## src/sv/assert_macros.svh

```systemverilog
// ---------------------------------------------------------------------------
// assert_macros.svh
// Assertion wrappers shared by the RTL; compiled to nothing under SYNTH.
// ---------------------------------------------------------------------------
`ifndef ASSERT_MACROS_SVH
`define ASSERT_MACROS_SVH

`ifndef SYNTH

// Property must hold at every clock edge outside reset.
`define ASSERT_PROP(lbl, clk, rstn, prop, msg) \
	lbl: assert property (@(posedge clk) disable iff (!rstn) prop) else $error(msg);

// Condition must never be seen outside reset.
`define ASSERT_NEVER(lbl, clk, rstn, cond, msg) \
	lbl: assert property (@(posedge clk) disable iff (!rstn) !(cond)) else $error(msg);

`else

`define ASSERT_PROP(lbl, clk, rstn, prop, msg)
`define ASSERT_NEVER(lbl, clk, rstn, cond, msg)

`endif

`endif

```

## src/sv/sfct_pkg.sv

```systemverilog
// ---------------------------------------------------------------------------
// sfct_pkg
// Shared types, constants and the CRC-8 step for the sensor frame checker.
// ---------------------------------------------------------------------------
package sfct_pkg;

	// byte positions within a frame
	typedef enum logic [6:0] {
		PosTempHi  = 7'b000_0001,
		PosTempLo  = 7'b000_0010,
		PosTempCrc = 7'b000_0100,
		PosHumHi   = 7'b000_1000,
		PosHumLo   = 7'b001_0000,
		PosHumCrc  = 7'b010_0000,
		PosIdle    = 7'b100_0000
	} pos_t;

	localparam logic [7:0] CrcSeed = 8'hFF;
	localparam logic [7:0] CrcPoly = 8'h31;

	localparam int ProdW = 27;

	localparam logic [10:0]      TempScale  = 11'd1750;
	localparam logic [15:0]      TempRound  = 16'd32767;
	localparam logic [16:0]      TempDiv    = 17'd65535;
	localparam logic [11:0]      TempOffset = 12'd450;
	localparam logic signed [11:0] TempMin  = -12'sd450;
	localparam logic signed [11:0] TempMax  = 12'sd1300;

	localparam logic StatusOk     = 1'b0;
	localparam logic StatusCrcErr = 1'b1;

	// checked frame handed to the conversion stage
	typedef struct packed {
		logic             bad;
		logic [ProdW-1:0] prod;   // 1750*raw + 32767
	} frame_t;

	// one byte of CRC-8, MSB first, no final xor
	function automatic logic [7:0] crc8_byte(input logic [7:0] crc, input logic [7:0] data);
		logic [7:0] v;
		v = crc ^ data;
		for (int k = 0; k < 8; k++) begin
			v = v[7] ? ((v << 1) ^ CrcPoly) : (v << 1);
		end
		return v;
	endfunction

endpackage

```

## src/sv/sfct_frame_check.sv

```systemverilog
// ---------------------------------------------------------------------------
// sfct_frame_check
// Byte position tracking, CRC-8 check of both words, and the scaled
// temperature product, registered once per completed frame.
// ---------------------------------------------------------------------------
`include "assert_macros.svh"

module sfct_frame_check (
	input  logic                clk,
	input  logic                arst_n,
	input  logic                in_valid,
	output logic                in_ready,
	input  logic [7:0]          rx_byte,
	input  logic                frame_start,
	output logic                frame_valid,
	input  logic                frame_ready,
	output sfct_pkg::frame_t    frame
);

	sfct_pkg::pos_t   pos_q;
	logic [7:0]       crc_q;
	logic [7:0]       hi_q;
	logic [7:0]       lo_q;
	logic             fail_q;

	logic             frame_v_s1;
	sfct_pkg::frame_t frame_s1;

	logic             in_fire;
	logic             active;
	sfct_pkg::pos_t   pos_eff;
	logic [7:0]       crc_eff;
	logic             fail_eff;
	logic [7:0]       crc_upd;
	logic             crc_bad;
	logic             emit;
	sfct_pkg::frame_t frame_d;

	assign in_ready = !frame_v_s1 || frame_ready;
	assign in_fire  = in_valid && in_ready;

	// a start byte restarts the frame whatever the position
	always_comb begin
		if (frame_start) begin
			pos_eff = sfct_pkg::PosTempHi;
		end else begin
			pos_eff = pos_q;
		end
	end

	assign crc_eff  = frame_start ? sfct_pkg::CrcSeed : crc_q;
	assign fail_eff = frame_start ? 1'b0 : fail_q;
	assign active   = frame_start || (pos_q != sfct_pkg::PosIdle);
	assign crc_upd  = sfct_pkg::crc8_byte(crc_eff, rx_byte);
	assign crc_bad  = (crc_eff != rx_byte);
	assign emit     = in_fire && active && (pos_eff == sfct_pkg::PosHumCrc);

	always_comb begin
		frame_d.bad  = fail_eff || crc_bad;
		frame_d.prod = sfct_pkg::ProdW'({hi_q, lo_q}) * sfct_pkg::ProdW'(sfct_pkg::TempScale)
			+ sfct_pkg::ProdW'(sfct_pkg::TempRound);
	end

	always_ff @(posedge clk or negedge arst_n) begin
		if (!arst_n) begin
			pos_q  <= sfct_pkg::PosIdle;
			crc_q  <= sfct_pkg::CrcSeed;
			hi_q   <= '0;
			lo_q   <= '0;
			fail_q <= 1'b0;
		end else if (in_fire && active) begin
			case (pos_eff)
				sfct_pkg::PosTempHi: begin
					hi_q   <= rx_byte;
					crc_q  <= crc_upd;
					fail_q <= fail_eff;
					pos_q  <= sfct_pkg::PosTempLo;
				end
				sfct_pkg::PosTempLo: begin
					lo_q  <= rx_byte;
					crc_q <= crc_upd;
					pos_q <= sfct_pkg::PosTempCrc;
				end
				sfct_pkg::PosTempCrc: begin
					fail_q <= fail_eff || crc_bad;
					crc_q  <= sfct_pkg::CrcSeed;
					pos_q  <= sfct_pkg::PosHumHi;
				end
				sfct_pkg::PosHumHi: begin
					crc_q <= crc_upd;
					pos_q <= sfct_pkg::PosHumLo;
				end
				sfct_pkg::PosHumLo: begin
					crc_q <= crc_upd;
					pos_q <= sfct_pkg::PosHumCrc;
				end
				default: begin
					crc_q <= sfct_pkg::CrcSeed;
					pos_q <= sfct_pkg::PosIdle;
				end
			endcase
		end
	end

	always_ff @(posedge clk or negedge arst_n) begin
		if (!arst_n) begin
			frame_v_s1 <= 1'b0;
		end else if (emit) begin
			frame_v_s1 <= 1'b1;
		end else if (frame_ready) begin
			frame_v_s1 <= 1'b0;
		end
	end

	always_ff @(posedge clk) begin
		if (emit) begin
			frame_s1 <= frame_d;
		end
	end

	assign frame_valid = frame_v_s1;
	assign frame       = frame_s1;

	`ASSERT_PROP(a_frame_hold, clk, arst_n,
		frame_v_s1 && !frame_ready |=> frame_v_s1 && $stable(frame_s1),
		"checked frame changed while stalled")
	`ASSERT_PROP(a_idle_ignores, clk, arst_n,
		in_fire && !frame_start && pos_q == sfct_pkg::PosIdle
			|=> pos_q == sfct_pkg::PosIdle && $stable(crc_q),
		"byte outside a frame changed state")
	`ASSERT_NEVER(a_pos_onehot, clk, arst_n, !$onehot(pos_q), "byte position not one-hot")

endmodule

```

## src/sv/sfct_temp_conv.sv

```systemverilog
// ---------------------------------------------------------------------------
// sfct_temp_conv
// Divides the scaled product by 65535, removes the offset, and holds the
// result, or zero with a CRC error status for a bad frame, in the output register.
// ---------------------------------------------------------------------------
`include "assert_macros.svh"

module sfct_temp_conv (
	input  logic                clk,
	input  logic                arst_n,
	input  logic                frame_valid,
	output logic                frame_ready,
	input  sfct_pkg::frame_t    frame,
	output logic                out_valid,
	input  logic                out_ready,
	output logic signed [11:0]  temp_tenths,
	output logic                status
);

	logic               out_v_q;
	logic signed [11:0] temp_q;
	logic               status_q;

	logic [10:0]        quo_hi;
	logic [15:0]        quo_lo;
	logic [16:0]        fold;
	logic [10:0]        quo;
	logic [11:0]        temp_d;

	assign frame_ready = !out_v_q || out_ready;

	// x = a*65536 + b = a*65535 + (a + b), and a + b < 2*65535
	assign quo_hi = frame.prod[26:16];
	assign quo_lo = frame.prod[15:0];
	assign fold   = {6'd0, quo_hi} + {1'b0, quo_lo};
	assign quo    = quo_hi + 11'(fold >= sfct_pkg::TempDiv);
	assign temp_d = {1'b0, quo} - sfct_pkg::TempOffset;

	always_ff @(posedge clk or negedge arst_n) begin
		if (!arst_n) begin
			out_v_q <= 1'b0;
		end else if (frame_ready) begin
			out_v_q <= frame_valid;
		end
	end

	always_ff @(posedge clk) begin
		if (frame_valid && frame_ready) begin
			temp_q   <= frame.bad ? 12'sd0 : $signed(temp_d);
			status_q <= frame.bad ? sfct_pkg::StatusCrcErr : sfct_pkg::StatusOk;
		end
	end

	assign out_valid   = out_v_q;
	assign temp_tenths = temp_q;
	assign status      = status_q;

	`ASSERT_PROP(a_err_zero, clk, arst_n,
		out_v_q && status_q == sfct_pkg::StatusCrcErr |-> temp_q == 12'sd0,
		"CRC error result carries a nonzero temperature")
	`ASSERT_PROP(a_temp_range, clk, arst_n,
		out_v_q && status_q == sfct_pkg::StatusOk
			|-> temp_q >= sfct_pkg::TempMin && temp_q <= sfct_pkg::TempMax,
		"temperature out of range")
	`ASSERT_PROP(a_take_new, clk, arst_n,
		frame_valid && frame_ready |=> out_v_q,
		"accepted frame did not reach the output register")

endmodule

```

## src/sv/sensor_frame_crc_temp_convert.sv

```systemverilog
// ---------------------------------------------------------------------------
// sensor_frame_crc_temp_convert
// Sensor frame CRC-8 check and temperature conversion.
// ---------------------------------------------------------------------------
// Usage:
//   Input channel (in_valid/in_ready) takes one frame byte per item:
//   temp high, temp low, temp CRC, hum high, hum low, hum CRC. frame_start
//   marks the first byte and restarts any partial frame. Bytes after the
//   sixth are dropped until the next start.
//   Output channel (out_valid/out_ready) gives one item per complete frame:
//   temp_tenths in tenths of a degree C and status (1 = CRC mismatch, temp 0).
//   Throughput: one byte per cycle while in_ready is high. A frame passes the
//   checked-frame register, then the output register that drives out_valid;
//   the product is formed in the first, the divide by 65535 in the second.
//   A stalled receiver holds the result; bytes keep flowing while a second
//   frame can still be parked in the checked-frame register. in_ready drops
//   only when both registers hold a result and out_ready is low.
//   After reset the block waits for a start byte; CRC seed is 0xFF.
// ---------------------------------------------------------------------------
module sensor_frame_crc_temp_convert (
	input  logic               clk,
	input  logic               arst_n,
	input  logic               in_valid,
	output logic               in_ready,
	input  logic [7:0]         rx_byte,
	input  logic               frame_start,
	output logic               out_valid,
	input  logic               out_ready,
	output logic signed [11:0] temp_tenths,
	output logic               status
);

	logic             frame_valid;
	logic             frame_ready;
	sfct_pkg::frame_t frame;

	sfct_frame_check u_check (
		.clk         (clk),
		.arst_n      (arst_n),
		.in_valid    (in_valid),
		.in_ready    (in_ready),
		.rx_byte     (rx_byte),
		.frame_start (frame_start),
		.frame_valid (frame_valid),
		.frame_ready (frame_ready),
		.frame       (frame)
	);

	sfct_temp_conv u_conv (
		.clk         (clk),
		.arst_n      (arst_n),
		.frame_valid (frame_valid),
		.frame_ready (frame_ready),
		.frame       (frame),
		.out_valid   (out_valid),
		.out_ready   (out_ready),
		.temp_tenths (temp_tenths),
		.status      (status)
	);

endmodule

```

## config.mk

```make
export PLATFORM = sky130hd
export DESIGN_NAME = sensor_frame_crc_temp_convert
export DESIGN_NICKNAME = d
export VERILOG_FILES = /design/src/sv/sfct_pkg.sv /design/src/sv/sfct_frame_check.sv /design/src/sv/sfct_temp_conv.sv /design/src/sv/sensor_frame_crc_temp_convert.sv
export VERILOG_INCLUDE_DIRS = /design/src /design/src/sv
export SDC_FILE = /design/constraint.sdc
export NUM_CORES = 1
export LEC_CHECK = 0
export ABC_CLOCK_PERIOD_IN_PS = 8500
export BUFFER_PORTS_ARGS = -buffer_cell sky130_fd_sc_hd__buf_2
export CORE_MARGIN = 5
export CORE_UTILIZATION = 45
export DETAILED_ROUTE_END_ITERATION = 6
export SETUP_SLACK_MARGIN = 0.15
export SLEW_MARGIN = 20
export SYNTH_ARGS = -nofsm -noshare
export SYNTH_HDL_FRONTEND = slang
export SYNTH_SLANG_ARGS = --single-unit
```

## constraint.sdc

```tcl
create_clock -name clk -period 8.5 [get_ports clk]
set_clock_uncertainty 0.2 [all_clocks]
set_input_delay 0 -clock clk [delete_from_list [all_inputs] [get_ports clk]]
set_output_delay 0 -clock clk [all_outputs]
set_load 0.02 [all_outputs]
```

== Yosys cells after proc, flatten, opt, wreduce, memory -nomap -nowiden ==
Cells that the tools add are included.

* Multipliers: 1
* Muxes and demuxes: 17
* Bitwise logic cells: 9
* Equality and inequality tests: 8
* $add $sub $neg: 4
* Reductions and logical operators: 16
* $lt $le $gt $ge: 1

{| class="wikitable"
|+ Operators by type and width
! cell !! number
|-
| 6-bit 2-to-1 mux || 8
|-
| 7-bit case mux with 5 select lines || 1
|-
| 27-bit by 15-bit adder with 27-bit output (second input constant) || 1
|-
| 16-bit by 10-bit multiplier with 26-bit output (second input constant) || 1
|-
| 3-bit NOT || 8
|-
| 11-bit by 16-bit adder with 17-bit output || 1
|-
| 17-bit by 16-bit greater-or-equal comparator with 1-bit output (second input constant) || 1
|-
| 8-bit 2-to-1 mux || 2
|-
| 11-bit by 9-bit subtractor with 12-bit output (second input constant) || 1
|-
| 11-bit by 1-bit adder with 11-bit output || 1
|-
| 8-bit inequality test || 1
|-
| 8-bit bitwise XOR || 1
|-
| 7-bit by 1-bit equality test with 1-bit output (second input constant) || 1
|-
| 7-bit by 2-bit equality test with 1-bit output (second input constant) || 1
|-
| 7-bit by 3-bit equality test with 1-bit output (second input constant) || 1
|-
| 7-bit by 4-bit equality test with 1-bit output (second input constant) || 1
|-
| 7-bit by 5-bit equality test with 1-bit output (second input constant) || 1
|-
| 7-bit by 6-bit equality test with 1-bit output (second input constant) || 1
|-
| 7-bit 2-to-1 mux || 1
|-
| 7-bit inequality test (second input constant) || 1
|-
| 2-bit AND reduction || 3
|-
| 1-bit logical AND || 4
|-
| 1-bit logical OR || 4
|-
| 1-bit 2-to-1 mux || 4
|-
| 4 further kinds || 6
|}

* Bits of input ports: 13
* Output and inout bits: 15
* Register bits: 75
* Word-level logic and storage cells: 67

== Depth between registers and ports, before layout ==
Gate-level depths: netlist (run 1).

* Depth after elaboration: 19
* Gate-level depth with buffers: 22
* Gate-level depth less buffers: 21

== Cells and area by module ==
A second synthesis (run 1) with hierarchy kept.

* Cell total of the unflattened synthesis: 886
* Area, all modules: 8465.6 µm²

{| class="wikitable"
|+ By module, submodules not included
! module !! times used !! sequential area each (µm²) !! area each (µm²) !! cells an instance
|-
| sfct_frame_check || 1 || 1622.8 || 6754.0 || 682
|-
| sfct_temp_conv || 1 || 415.4 || 1711.6 || 204
|}

== Worst setup path after synthesis (run 1) ==
No wires, ideal clock.

* Path type: reg2reg
* Start: reg u_check.lo_q[2]
* End: reg u_check.frame_s1 (netlist bit u_check.frame[24]), data pin
* Arrival: 5.396 ns
* Stages on the path, launching flop included: 20
* Path buffers: 1
* Path slack: 2.640 ns
* Required time: 8.037 ns
* Setup time: 0.263 ns
* Clock period less this slack: 5.860 ns
* Cell sequence: dfrtp_1 ha_1 xor2_1 ha_1 fa_1 fa_1 inv_1 fa_1 inv_1 ha_1 nand4_1 a211oi_2 a21o_1 buf_6 nor3_1 a211o_1 or4_4 nor4b_4 nand3_1 xor2_1

{| class="wikitable"
|+ RTL lines
! item !! RTL line !! RTL
|-
| from (decl) || sfct_frame_check.sv:23 || <nowiki>logic [7:0] lo_q;</nowiki>
|-
| from (signal assigned) || sfct_frame_check.sv:80 || <nowiki>lo_q <= rx_byte;</nowiki>
|-
| to (signal assigned) || sfct_frame_check.sv:117 || <nowiki>frame_s1 <= frame_d;</nowiki>
|-
| to (decl) || sfct_frame_check.sv:27 || <nowiki>sfct_pkg::frame_t frame_s1;</nowiki>
|}

==> results of run 1 <==
[repair_timing]
action / in CTS / in global routing
endpoints found under the hold margin: 58 / 0
hold buffers: 12 / 0
gates resized for setup: 0 / 0
[cell usage in the layout, fill, tap and decap left out, types with 7 or more instances in the layout]
cell	instances
nand3_1	21
clkbuf_16	9
edfxtp_1	40
dlygate4sd3_1	12
a211oi_1	7
dfstp_2	9
nor2_1	53
fa_1	56
inv_1	139
dfrtp_1	24
mux2_2	13
nor3_1	21
o21ai_0	26
xnor2_1	58
o21a_1	8
a21o_1	20
xor2_1	37
nand4_1	10
buf_2	27
ha_1	108
nand2_1	52
a21oi_1	37
[cell type report]
cell class	count	area share
clock inverter	7	0.005241
inverter	139	0.05907
clock buffer	9	0.02550
tap	229	0.03244
sequential	73	0.2307
timing repair buffer	40	0.02975
multi-input combinational	622	0.6173
[sequential cells by signal, summed over array words and instances, names as in the netlist]
signal               cells
u_check.hi_q             8
u_conv.temp_tenths      12
u_check.frame           27
u_conv.out_valid         1
u_check.crc_q            8
u_conv.status            1
u_check.lo_q             8
u_check.fail_q           1
u_check.pos_q            6
u_check.frame_valid      1
[per-layer routing]
| metal | vias up | global-route usage |
|---|---|---|
| li1 | 2974 | - |
| met4 | 0 | 0.05154 |
| met2 | 75 | 0.2783 |
| met3 | 19 | 0.02778 |
| met1 | 2709 | 0.2309 |
| met5 | - | 0 |
[critical path: stages, from the launching register on]
cell and delay [ns]:
dfrtp_1 0.46, ha_1 0.39, xor2_1 0.43, ha_1 0.23, nand2b_1 0.14, fa_1 0.45
fa_1 0.54, inv_1 0.05, fa_1 0.49, inv_1 0.04, ha_1 0.36, a21oi_1 0.24
o21ai_0 0.14, a221oi_1 0.59, nand2_1 0.13, xnor2_1 0.20, or4_4 0.48, nor4b_4 0.32
nand3_1 0.14, xor2_1 0.18
[logic make-up after synthesis]
family	count (synthesis)
mux	13
fa+ha+maj	164
simple gates	208
flops	73
compound gates	142
xor+xnor	95
buf+inv	157
[worst max-delay path by stage]
stage                              endpoint  slack, ns  cells past startpoint       startpoint
after global placement    u_check.frame[24]       2.24                     19  u_check.lo_q[2]
after global routing      u_check.frame[24]       1.57                     19  u_check.lo_q[2]
after CTS                 u_check.frame[24]       2.01                     19  u_check.lo_q[2]
final                     u_check.frame[24]       2.03                     19  u_check.lo_q[2]
after floorplan           u_check.frame[24]       2.64                     19  u_check.lo_q[2]
after detailed placement  u_check.frame[24]       2.04                     19  u_check.lo_q[2]
[metrics by stage]
stage | setup WS (ns) | hold slack (ns) | util
2_1_floorplan | 2.640 | -0.4956 | -
3_3_place_gp | 2.241 | -0.09954 | 0.4732
3_5_place_dp | 2.042 | -0.1042 | 0.4732
4_1_cts | 2.011 | 0.07544 | 0.4951
5_1_grt | 1.568 | 0.1268 | 0.4951
6_report | 2.031 | 0.05927 | 0.4951
==> impl_metrics.tcl, run 1 <==
set metrics [dict create \
    status "finished clean" \
    arrival_ns 6.35 \
    met3WireLength_um 427 \
    yosys.cell_types.count 62 \
    totalNegativeSetupSlack_ns 0 \
    place.gp.congestion 0.8552 \
    regArea_sq_mm 0.002038 \
    r2r_end "u_check.frame[24]" \
    ys_seq_elements 73 \
    synth_top_cell_by_area "ha_1" \
    muxShareOfSynthArea 0.01809 \
    cp_max_fo 7 \
    cts_root_buf "clkbuf_16" \
    report.final.hold_viol_count 0 \
    netlist_area_sq_mm 0.008092 \
    n_antenna_cell 0 \
    layout.cells.non_filler 1119 \
    setup_viol 0 \
    die_area_sq_mm 0.02076 \
    vias 5777 \
    post-route-period-util 0.7610 \
    grt.total_usage 0.1695 \
    synth_compound_area_frac 0.1177 \
    required_ns 8.38 \
    min_path_type "in2async" \
    synth-edff-count 40 \
    final_max_slew_viol_count 0 \
    synth.most_common_cell "inv_1" \
    async_flop_share 0.4521 \
    synth_nets 1029 \
    dieHeight_um 144.1 \
    r2r-start "u_check.lo_q[2]" \
    multi_input_area_sq_mm 0.005453 \
    post_cts.repair.setup_buffers 0 \
    netlist_top_cells_area "ha_1 17%, edfxtp_1 15%, fa_1 14%, dfrtp_1 7.4%, inv_1 6.4%" \
    m1WireLength_mm 7.884 \
    via_per_inst 5.163 \
    path_clk_slew_ns 0.06 \
    antenna_found_initial 0 \
    clk_latency_ns 0.34 \
    postSynthAreaPerCell_sq_um 9.497 \
    drive_gt1_frac 0.08315 \
    reg2reg_setup_slack_ns 2.03 \
    htreeDepth 3 \
    die_w_um 144.1 \
    synthAdderAreaFrac 0.3056 \
    startpoint_type "flip-flop" \
    critical_path.endpoint_type "flip-flop" \
    post_drt_wl_per_cell_um 14.76 \
    first_global_vias 5713 \
    synthXorXnorAreaFrac 0.1028 \
    start_util 0.4535 \
    syn_inst 852 \
    synth-warning-count 0 \
    numPlacedInstances 1091 \
    synth_top_family_by_area "adder cells" \
    synth_top_area_share 0.1670 \
    placed_area_sq_mm 0.008442 \
    fillers 1706 \
    ys_seq_area_frac 0.2519 \
    dr.max_layer_used "met4" \
    drc 0 \
    dr.first_iter.drc_count 211 \
    firstDrtPassIters 4 \
    rows 49 \
    tightestPinTransition_ns 0.7289 \
    fin_area_sq_mm 0.008833 \
    cts_num_sinks 73 \
    core_sq_mm 0.01784 \
    maxCapViolCount 0 \
    grt_max_degree 34 \
    pin_count 28 \
    grt_overflow 0 \
    yosys.area_share.simple 0.1297 \
    layout_min_cycle_time_ns 6.469 \
    drt_wl_total_mm 16.51 \
    routed-wl-met2_mm 7.829 \
    cts_buffers 9 \
    postRouteAntennaNets 0 \
    areaGrowthSynthToFinish_pct 9.170 \
    relSlewSlack 0.5140 \
    cts_tree "yes" \
    rsz0062_at_grt "false" \
    synthTopCellsByCount "139 x inv_1, 108 x ha_1, 58 x xnor2_1" \
    yosys_most_used_dff "edfxtp_1" \
    clockBufferDepth 2 \
    fmax_ghz 0.1546 \
    reg2reg_depth 19 \
    hpwl_mm 13.76 \
    nets 1062 \
    crit_type "reg2reg" \
    grt_pass1_wl_mm 28.03 \
    portBuffers 27 \
]
Power of run 1 is not shown: default switching activity piles up to over one toggle a cycle in this logic, so the estimate is an artifact.
==> inputs of run 2 (changes only) <==
- ABC_CLOCK_PERIOD_IN_PS: 8500 -> 5600
- clock period: 8.5 -> 5.6 ns (I/O delays scaled with it)
==> impl_metrics.tcl, run 2 (synthesized netlist as in run 1, its figures left out) <==
set metrics [dict create \
    setup_viol 0 \
    numPlacedInstances 1162 \
    core_sq_mm 0.01784 \
    critPathTopFamily "adder cells" \
    fillers 1583 \
    path_clk_slew_ns 0.06 \
    clockBufferDepth 2 \
    antenna_found_initial 0 \
    reg2reg_setup_slack_ns 0.001 \
    critical_path.endpoint_type "flip-flop" \
    totalNegativeSetupSlack_ns 0 \
    grt.total_usage 0.1807 \
    relSlewSlack 0.5190 \
    dr.first_iter.drc_count 146 \
    required_ns 5.49 \
    largest_reg_flops 27 \
    pin_count 28 \
    drive_gt1_frac 0.2604 \
    rsz0062_at_grt "true" \
    reg2reg_depth 19 \
    crit_buf_inv 4 \
    fmax_ghz 0.1786 \
    final_max_slew_viol_count 0 \
    min_path_type "in2async" \
    die_area_sq_mm 0.02076 \
    post_drt_wl_per_cell_um 14.58 \
    cts_num_sinks 73 \
    crit_path_cell_trace "ha_4 -> inv_2 -> fa_1 -> inv_1 -> fa_1 -> fa_1 -> inv_1 -> fa_1 -> inv_2 -> ha_4 -> nand4_1 -> o221ai_1 -> a21o_1 -> nor3_2 -> a211o_1 -> or4_4 -> nor4b_4 -> nand3_1 -> xor2_1" \
    dp_slack_ns -0.1295 \
    layout_commonest_cell "inv_1" \
    portBuffers 27 \
    multi_input_area_sq_mm 0.006035 \
    startpoint_type "flip-flop" \
    cts_buffers 9 \
    first_global_vias 6242 \
    report.final.hold_viol_count 0 \
    fin_area_sq_mm 0.01022 \
    firstDrtPassIters 4 \
    regArea_sq_mm 0.002054 \
    dieHeight_um 144.1 \
    n_antenna_cell 0 \
    clk_latency_ns 0.34 \
    grt_pass1_wl_mm 30.03 \
    htreeDepth 3 \
    setup_ws_ns 0.0009552 \
    cp_max_fo 6 \
    hpwl_mm 14.64 \
    die_w_um 144.1 \
    critPathMaxStageDelay_ns 0.54 \
    via_per_inst 5.049 \
    status "finished clean" \
    tightestPinTransition_ns 0.7215 \
    postRouteAntennaNets 0 \
    crit_top_cell "fa_1" \
    drt_wl_total_mm 17.73 \
    cts_tree "yes" \
    placed_area_sq_mm 0.009225 \
    grt_max_degree 34 \
    nets 1159 \
    post-route-period-util 0.9998 \
    r2r_end "u_check.frame[24]" \
    final_cell_mix "134 x inv_1, 96 x buf_4, 81 x ha_1, 55 x fa_1, 54 x xnor2_1" \
    place.gp.congestion 0.8382 \
    start_util 0.4535 \
    layout.cells.non_filler 1216 \
    crit_type "reg2reg" \
    critPathCapture "u_check.frame[24]" \
    vias 6140 \
    crit_path_top_delay_cell "or4_4" \
    grt_overflow 0 \
    layout_min_cycle_time_ns 5.599 \
    setup.worst_path.start "u_check.hi_q[1]" \
    path_depth 19 \
    r2r-start "u_check.hi_q[1]" \
    rows 49 \
    arrival_ns 5.49 \
    maxCapViolCount 0 \
    cts_root_buf "clkbuf_16" \
    areaGrowthSynthToFinish_pct 26.35 \
    drc 0 \
]
-- run 2: changes by cell type in the layout (fill, tap and decap cells not counted), sizes merged --
cell / before / now
buf: 28 / 125
bufinv: 0 / 2
clkinvlp: 3 / 0
inv: 140 / 141
-- run 2: how the worst min path moves through the flow --
stage | startpoint | endpoint | cells after the start
floorplan | arst_n | u_check.fail_q | 0
global placement | arst_n | u_conv.out_valid | 1
detailed placement | arst_n | u_conv.out_valid | 1
CTS | arst_n | u_conv.out_valid | 2
global route | arst_n | u_conv.out_valid | 2
finish | arst_n | u_conv.out_valid | 2
-- run 2: what timing repair did --
action,in CTS,in global routing
gates cloned,0,0
pin swaps,35,28
setup endpoints to repair,8,12
setup buffers,18,8
resized for setup,33,29
hold buffers,12,0
hold endpoints to repair,59,0
-- run 2: worst reg2reg max path: stages, from the launching register on --
cell and delay [ns]:
dfrtp_2 0.49, ha_4 0.29, inv_2 0.03, fa_1 0.49
inv_1 0.06, fa_1 0.45, fa_1 0.49, inv_1 0.05
fa_1 0.50, inv_2 0.05, ha_4 0.28, nand4_1 0.12
o221ai_1 0.20, a21o_1 0.23, nor3_2 0.06, a211o_1 0.26
or4_4 0.54, nor4b_4 0.28, nand3_1 0.13, xor2_1 0.17
-- run 2: stage by stage --
| step | hold WS (ns) | util |
|---|---|---|
| 2_1_floorplan | -0.4956 | - |
| 3_3_place_gp | -0.1026 | 0.5171 |
| 3_5_place_dp | -0.1036 | 0.5171 |
| 4_1_cts | 0.07377 | 0.5620 |
| 5_1_grt | 0.1288 | 0.5730 |
| 6_report | 0.05710 | 0.5730 |
-- run 2: layer usage --
metal  track usage  part of all wire  up-vias
li1              -                 -     3163
met1        0.2340              0.47     2900
met2        0.3153              0.50       58
met3       0.02679             0.018       19
met4       0.05055             0.014        0
met5             0                 0        -
-- run 2: cell type report --
type	count	share of cell area
Clock inverter	7	0.01004
Timing Repair Buffer	137	0.09766
Multi-Input combinational cell	622	0.5903
Clock buffer	9	0.02203
Sequential cell	73	0.2010
Tap cell	229	0.02803
Inverter	139	0.05103
Power of run 2 is left out for the same reason.
